$ cat config.mk
export PLATFORM = sky130hd
export DESIGN_NAME = windowed_substring_search_top
export DESIGN_NICKNAME = d
export VERILOG_FILES = /design/src/design/wss_pkg.sv /design/src/design/wss_cell.sv /design/src/design/wss_track.sv /design/src/design/windowed_substring_search_top.sv
export SDC_FILE = /design/constraint.sdc
export NUM_CORES = 1
export LEC_CHECK = 0
export ABC_AREA = 1
export BUFFER_PORTS_ARGS = -buffer_cell sky130_fd_sc_hd__buf_2
export CAP_MARGIN = 5
export CORE_MARGIN = 2
export CORE_UTILIZATION = 60
export DETAILED_ROUTE_END_ITERATION = 10
export MAX_ROUTING_LAYER = met4
export PLACE_DENSITY = 0.87
export SLEW_MARGIN = 5
export SYNTH_ARGS = -nofsm -noshare
export SYNTH_HDL_FRONTEND = slang
export SYNTH_HIERARCHICAL = 1
export SYNTH_SLANG_ARGS = --single-unit
$ cat constraint.sdc
create_clock -name clk_i -period 8.5 [get_ports clk_i]
set_input_delay 1.275 -clock clk_i [delete_from_list [all_inputs] [get_ports clk_i]]
set_output_delay 1.275 -clock clk_i [all_outputs]
set_load 0.03 [all_outputs]
$ cat src/design/wss_pkg.sv
// Package for the windowed substring search block.
// Shared constants, register indexes, the result struct and the case-fold function.
// No dependencies.
package wss_pkg;

  localparam int MaxPattern = 8;
  localparam int PatIdxW    = (MaxPattern > 1) ? $clog2(MaxPattern) : 1;
  localparam int LenW       = 4;
  localparam int PosW       = 15;
  localparam int CfgIdxW    = 3;
  localparam int CfgDataW   = 64;

  localparam logic [PosW-1:0] PosMax = {PosW{1'b1}};

  localparam logic [CfgIdxW-1:0] RegPattern = 3'd0;
  localparam logic [CfgIdxW-1:0] RegLength  = 3'd1;
  localparam logic [CfgIdxW-1:0] RegCase    = 3'd2;
  localparam logic [CfgIdxW-1:0] RegWinLo   = 3'd3;
  localparam logic [CfgIdxW-1:0] RegWinHi   = 3'd4;

  localparam logic [7:0] LowerA    = 8'd97;
  localparam logic [7:0] LowerZ    = 8'd122;
  localparam logic [7:0] CaseDelta = 8'd32;

  typedef struct packed {
    logic            found;
    logic [PosW-1:0] pos;
  } result_t;

  typedef struct packed {
    logic [LenW-1:0] len;     // effective pattern length, 1..MaxPattern
    logic [PosW-1:0] win_lo;
    logic [PosW-1:0] win_hi;  // 0 = string end
  } track_cfg_t;

  function automatic logic [7:0] fold_byte(input logic [7:0] b, input logic fold_en);
    if (fold_en && b >= LowerA && b <= LowerZ) begin
      return b - CaseDelta;
    end
    return b;
  endfunction

endpackage

$ cat src/design/wss_cell.sv
// One cell of the byte chain: holds one recent byte and compares the byte
// entering it against its pattern byte. Depends on wss_pkg.
module wss_cell import wss_pkg::*; (
  input  logic       clk_i,
  input  logic       rst_ni,
  input  logic       shift_i,
  input  logic [7:0] byte_i,
  input  logic [7:0] pat_byte_i,
  input  logic       fold_i,
  input  logic       active_i,
  output logic [7:0] byte_o,
  output logic       hit_o
);

  logic [7:0] byte_q, byte_d;

  assign byte_d = shift_i ? byte_i : byte_q;

  always_ff @(posedge clk_i or negedge rst_ni) begin
    if (!rst_ni) begin
      byte_q <= '0;
    end else begin
      byte_q <= byte_d;
    end
  end

  // inactive cells lie past the pattern and always agree
  assign hit_o  = !active_i || (fold_byte(byte_i, fold_i) == fold_byte(pat_byte_i, fold_i));
  assign byte_o = byte_q;

endmodule

$ cat src/design/wss_track.sv
// Position counter and first-hit tracking for the substring search.
// Builds the result for the item that closes a string. Depends on wss_pkg.
module wss_track import wss_pkg::*; (
  input  logic       clk_i,
  input  logic       rst_ni,
  input  logic       step_i,
  input  logic       last_i,
  input  logic       match_i,
  input  track_cfg_t cfg_i,
  output result_t    res_o
);

  logic [PosW-1:0] cnt_q, cnt_d;
  logic            wh_q, wh_d, fb_q, fb_d;
  logic [PosW-1:0] whp_q, whp_d, fbp_q, fbp_d;

  logic            len_ok, end_ok, hit, win_ok, use_fb;
  logic [PosW-1:0] start_pos;
  logic            wh_n, fb_n;
  logic [PosW-1:0] whp_n, fbp_n;

  always_comb begin
    len_ok    = (cnt_q != PosMax) &&
                ((PosW+1)'(cnt_q) + (PosW+1)'(1) >= (PosW+1)'(cfg_i.len));
    end_ok    = (cfg_i.win_hi == '0) || (cnt_q <= cfg_i.win_hi);
    hit       = match_i && len_ok && end_ok;
    start_pos = cnt_q + PosW'(1) - PosW'(cfg_i.len);
    win_ok    = start_pos >= cfg_i.win_lo;

    fb_n  = fb_q || hit;
    fbp_n = fb_q ? fbp_q : start_pos;
    wh_n  = wh_q || (hit && win_ok);
    whp_n = wh_q ? whp_q : start_pos;

    use_fb = cfg_i.win_lo > cnt_q;
    res_o.found = use_fb ? fb_n : wh_n;
    res_o.pos   = !res_o.found ? '0 : (use_fb ? fbp_n : whp_n);
  end

  always_comb begin
    cnt_d = cnt_q;
    wh_d  = wh_q;
    whp_d = whp_q;
    fb_d  = fb_q;
    fbp_d = fbp_q;
    if (step_i) begin
      if (last_i) begin
        cnt_d = '0;
        wh_d  = 1'b0;
        whp_d = '0;
        fb_d  = 1'b0;
        fbp_d = '0;
      end else begin
        cnt_d = (cnt_q == PosMax) ? cnt_q : cnt_q + PosW'(1);
        wh_d  = wh_n;
        whp_d = wh_n ? whp_n : '0;
        fb_d  = fb_n;
        fbp_d = fb_n ? fbp_n : '0;
      end
    end
  end

  always_ff @(posedge clk_i or negedge rst_ni) begin
    if (!rst_ni) begin
      cnt_q <= '0;
      wh_q  <= 1'b0;
      whp_q <= '0;
      fb_q  <= 1'b0;
      fbp_q <= '0;
    end else begin
      cnt_q <= cnt_d;
      wh_q  <= wh_d;
      whp_q <= whp_d;
      fb_q  <= fb_d;
      fbp_q <= fbp_d;
    end
  end

endmodule

$ cat src/design/windowed_substring_search_top.sv
// Top level of the windowed substring search: config registers, cell chain,
// hit tracker and output register. Depends on wss_pkg, wss_cell, wss_track.
//
// Channel   Dir  Handshake                 Contents
// s_axis    in   s_axis_tvalid/tready      tdata = char_byte, tlast = last_char
// m_axis    out  m_axis_tvalid/tready      tdata = {match_position, found}
// cfg       in   cfg_valid_i/cfg_ready_o   cfg_index_i, cfg_data_i (always ready)
//
// One byte per cycle while ready; the cell chain compares all pattern bytes in parallel.
// A result appears in the output register in the cycle after the byte with tlast is accepted.
// Input stalls only while a result sits in the output register and m_axis_tready is low.
// rst_ni clears the registers to their defaults and empties the chain and tracker.
module windowed_substring_search_top import wss_pkg::*; (
  input  logic                clk_i,
  input  logic                rst_ni,
  input  logic                s_axis_tvalid,
  output logic                s_axis_tready,
  input  logic [7:0]          s_axis_tdata,   // [7:0] char_byte
  input  logic                s_axis_tlast,
  output logic                m_axis_tvalid,
  input  logic                m_axis_tready,
  output logic [15:0]         m_axis_tdata,   // [0] found, [15:1] match_position
  input  logic                cfg_valid_i,
  output logic                cfg_ready_o,
  input  logic [CfgIdxW-1:0]  cfg_index_i,
  input  logic [CfgDataW-1:0] cfg_data_i
);

  logic [CfgDataW-1:0] pattern_q;
  logic [LenW-1:0]     length_q;
  logic                case_q;
  logic [PosW-1:0]     win_lo_q, win_hi_q;

  assign cfg_ready_o = 1'b1;

  always_ff @(posedge clk_i or negedge rst_ni) begin
    if (!rst_ni) begin
      pattern_q <= '0;
      length_q  <= LenW'(1);
      case_q    <= 1'b1;
      win_lo_q  <= '0;
      win_hi_q  <= '0;
    end else if (cfg_valid_i) begin
      unique case (cfg_index_i)
        RegPattern: pattern_q <= cfg_data_i;
        RegLength:  length_q  <= cfg_data_i[LenW-1:0];
        RegCase:    case_q    <= cfg_data_i[0];
        RegWinLo:   win_lo_q  <= cfg_data_i[PosW-1:0];
        RegWinHi:   win_hi_q  <= cfg_data_i[PosW-1:0];
        default: ;
      endcase
    end
  end

  // effective length: 0 reads as 1, long values saturate
  logic [LenW-1:0]    len_eff;
  logic [PatIdxW-1:0] len_m1;

  always_comb begin
    if (length_q == '0) begin
      len_eff = LenW'(1);
    end else if (length_q > LenW'(MaxPattern)) begin
      len_eff = LenW'(MaxPattern);
    end else begin
      len_eff = length_q;
    end
    len_m1 = PatIdxW'(len_eff - LenW'(1));
  end

  logic [7:0] pat_arr [MaxPattern];
  logic [7:0] chain   [MaxPattern];
  logic [MaxPattern-1:0] cell_hit;
  logic       in_acc;
  logic       out_valid_q, out_valid_d;
  result_t    out_res_q, out_res_d, res;
  track_cfg_t tcfg;

  assign s_axis_tready = !out_valid_q || m_axis_tready;
  assign in_acc        = s_axis_tvalid && s_axis_tready;
  assign chain[0]      = s_axis_tdata;

  // cell k compares the byte k places back; it checks pattern byte len-1-k
  for (genvar k = 0; k < MaxPattern; k++) begin : g_cell
    logic               active;
    logic [PatIdxW-1:0] pat_idx;

    assign pat_arr[k] = pattern_q[8*k +: 8];
    assign active     = (PatIdxW+1)'(k) <= (PatIdxW+1)'(len_m1);
    assign pat_idx    = len_m1 - PatIdxW'(k);

    if (k < MaxPattern - 1) begin : g_link
      wss_cell u_cell (
        .clk_i      (clk_i),
        .rst_ni     (rst_ni),
        .shift_i    (in_acc),
        .byte_i     (chain[k]),
        .pat_byte_i (pat_arr[pat_idx]),
        .fold_i     (!case_q),
        .active_i   (active),
        .byte_o     (chain[k+1]),
        .hit_o      (cell_hit[k])
      );
    end else begin : g_tail
      wss_cell u_cell (
        .clk_i      (clk_i),
        .rst_ni     (rst_ni),
        .shift_i    (in_acc),
        .byte_i     (chain[k]),
        .pat_byte_i (pat_arr[pat_idx]),
        .fold_i     (!case_q),
        .active_i   (active),
        .byte_o     (),
        .hit_o      (cell_hit[k])
      );
    end
  end

  assign tcfg.len    = len_eff;
  assign tcfg.win_lo = win_lo_q;
  assign tcfg.win_hi = win_hi_q;

  wss_track u_track (
    .clk_i   (clk_i),
    .rst_ni  (rst_ni),
    .step_i  (in_acc),
    .last_i  (s_axis_tlast),
    .match_i (&cell_hit),
    .cfg_i   (tcfg),
    .res_o   (res)
  );

  always_comb begin
    out_valid_d = out_valid_q;
    out_res_d   = out_res_q;
    if (in_acc && s_axis_tlast) begin
      out_valid_d = 1'b1;
      out_res_d   = res;
    end else if (m_axis_tready) begin
      out_valid_d = 1'b0;
    end
  end

  always_ff @(posedge clk_i or negedge rst_ni) begin
    if (!rst_ni) begin
      out_valid_q <= 1'b0;
    end else begin
      out_valid_q <= out_valid_d;
    end
  end

  always_ff @(posedge clk_i) begin
    out_res_q <= out_res_d;
  end

  assign m_axis_tvalid = out_valid_q;
  assign m_axis_tdata  = {out_res_q.pos, out_res_q.found};

endmodule

==> impl_metrics.toml <==
[status]
status = "complete, no violations"

[clock_tree]
clk_pin_slew_ps = 60
cts_tree = "built"
ctsRootBufferMaster = "clkbuf_16"
cts_buffer_depth = 3
cts_buffers = 25
postCtsSetupRepairBufs = 0
cts_resized = 0
numClockSinks = 219
htreeDepth = 1
cts_hold_buf = 0
insertion_delay_ps = 570

[die]
row_count = 60
die_y_microns = 169.6
io_pins = 100
core_sq_um = 26950
die-area_sq_um = 28750
fp.dieW_microns = 169.6
initial_core_util_pct = 61.02

[logic_synthesis]
synthCells = 2483
syn_area_sq_um = 16440
ys_warn_count = 6
syn_avg_cell_area_sq_um = 6.623

[critical_path]
cp.arrival_ps = 6360
cpMostUsedCell = "nand2_1"
cpPeakStageDelay_ps = 720
critical_path.max_fanout = 69
crit_path_top_delay_cell = "nor2_1"
critPathRequiredTime_ps = 8980
end_kind = "flip-flop"
crit_type = "reg2reg"
crit_path_start_kind = "flip-flop"

[cells_and_area]
fin_nets = 2689
synthToLayoutAreaGrowth_pct = 8.849
fin_area_sq_um = 17900
fill_cells = 2358
drive_gt1_share_pct = 12.18
layout_common_cells = "nand2_1, inv_1, nand3_1"
mostFrequentLayoutCell = "nand2_1"

[sta]
max_freq_mhz = 169.9
min_period_ps = 5885
hold_violations = 0
slew_viol_final = 0
worstMarginPinSlew_ps = 1145
rsz0062_at_grt = "false"
slew_headroom_pct = 23.66
finalSetupViolCount = 0
timing.final.crit_share_pct = 69.24
fin_worst_skew_ps = 26.08
setup_tns_ps = 0

[routing]
drc = 0
vias_per_cell = 5.873
firstDrtPassIters = 8
drt_iter0_markers = 1869
via_count = 17010
dr_wl_met3_microns = 4160
detail-route-antenna-nets = 0
wl_met1_microns = 20590
highest_layer = "met4"
avgRoutedWirePerCell_microns = 18.27
wl_met2_microns = 25300
wirelength_microns = 52920

[pwr]
powerDensity_nw_per_um2 = 327.7
p_int_mw = 2.897
seqPwrFrac_pct = 24.2
sw_frac_of_total_pct = 50.61
power_switching_mw = 2.969
p_leak_nw = 9.577
power_frac_clock_pct = 18.9
pwr-share-comb_pct = 57.0
ir_worst_vdd_mv = 0.2428

[place]
placed_cell_area_sq_um = 17070
io_buffer_count = 98
place_congestion = 1.142
dp_hpwl_microns = 40240

[grt]
grt_usage_pct = 38.05
grt_pass1_vias = 15930
antenna_found_initial = 1
grt_max_degree = 121
grt_pass1_wl_microns = 83860
grt-ovfl-total = 0

[hold_path]
hp-class = "reg2reg"

[flow_run]
maxCapViolations = 0
[sequential cells by signal, summed over array words and instances (netlist names)]
register and cells:
m_axis_tvalid 1, pattern_q 64, length_q 4, u_track/wh_q 1, u_track/whp_q 15, case_q 1, win_hi_q 15, u_track/fbp_q 15
u_track/fb_q 1, win_lo_q 15, u_track/cnt_q 15, m_axis_tdata 16, g_cell.g_link.u_cell/byte_o 56
[power groups by stage]
stage / sequential (mW) / clock (mW) / combinational [mW]
floorplan: 1.37 / 0 / 2.42
CTS: 1.41 / 1.11 / 3.25
global placement: 1.42 / 0 / 3.12
detailed placement: 1.43 / 0 / 3.23
finish: 1.42 / 1.11 / 3.34
global route: 1.43 / 1.15 / 3.69
[worst max-delay path, delay by kind of cell, from the launching register on]
| family | cells | cell delay [ps] |
|---|---|---|
| and+or+nand+nor | 22 | 3220 |
| AOI/OAI and AO/OA | 1 | 240 |
| adders and majority gates | 2 | 590 |
| buffers and inverters | 4 | 1170 |
| DFF | 1 | 560 |
[metrics by stage]
| stage | util (%) | power (mW) | cells | setup WS (ps) | hold WS (ps) |
|---|---|---|---|---|---|
| finish | 66.42 | 5.866 | 2896 | 2615 | 483.4 |
| global route | 66.42 | 6.280 | 2896 | 1962 | 517.8 |
| CTS | 66.38 | 5.777 | 2895 | 2784 | 489.2 |
| detailed placement | 63.34 | 4.652 | 2850 | 2806 | 469.7 |
| global placement | 63.34 | 4.538 | 2850 | 3039 | 461.8 |
| floorplan | - | 3.791 | 2484 | 4272 | 448.7 |
[per-layer routing]
| metal | track usage [%] | up-vias |
|---|---|---|
| met4 | 17.32 | 0 |
| met5 | - | - |
| met3 | 4.991 | 178 |
| li1 | - | 8036 |
| met2 | 63.07 | 805 |
| met1 | 46.58 | 7988 |
[final cells by class]
type	count	area (sq um)	share of cell area (%)
multi-input combinational	1867	9343	52.19
sequential	219	5563	31.08
inverter	318	1194	6.668
antenna	1	2.502	0.01398
clock inverter	12	133.9	0.7479
timing repair buffer	105	551.8	3.083
tap	341	426.7	2.384
clock buffer	33	685.7	3.831
[path summary, 6_finish.rpt]
path                                   startpoint                           endpoint  slack, ps  cells past startpoint
worst min register to register  u_track/fbp_q[12]                  u_track/fbp_q[12]        480                      2
min in group asynchronous                  rst_ni  g_cell[6].g_link.u_cell/byte_o[6]        690                      1
worst max-delay path                  length_q[0]                  u_track/fbp_q[11]       2610                     29
max in group asynchronous                  rst_ni                   u_track/whp_q[6]       6430                      2
worst max register to register        length_q[0]                  u_track/fbp_q[11]       2610                     29
worst min-delay path            u_track/fbp_q[12]                  u_track/fbp_q[12]        480                      2
No activity file was read; power rests on OpenSTA's default activity.
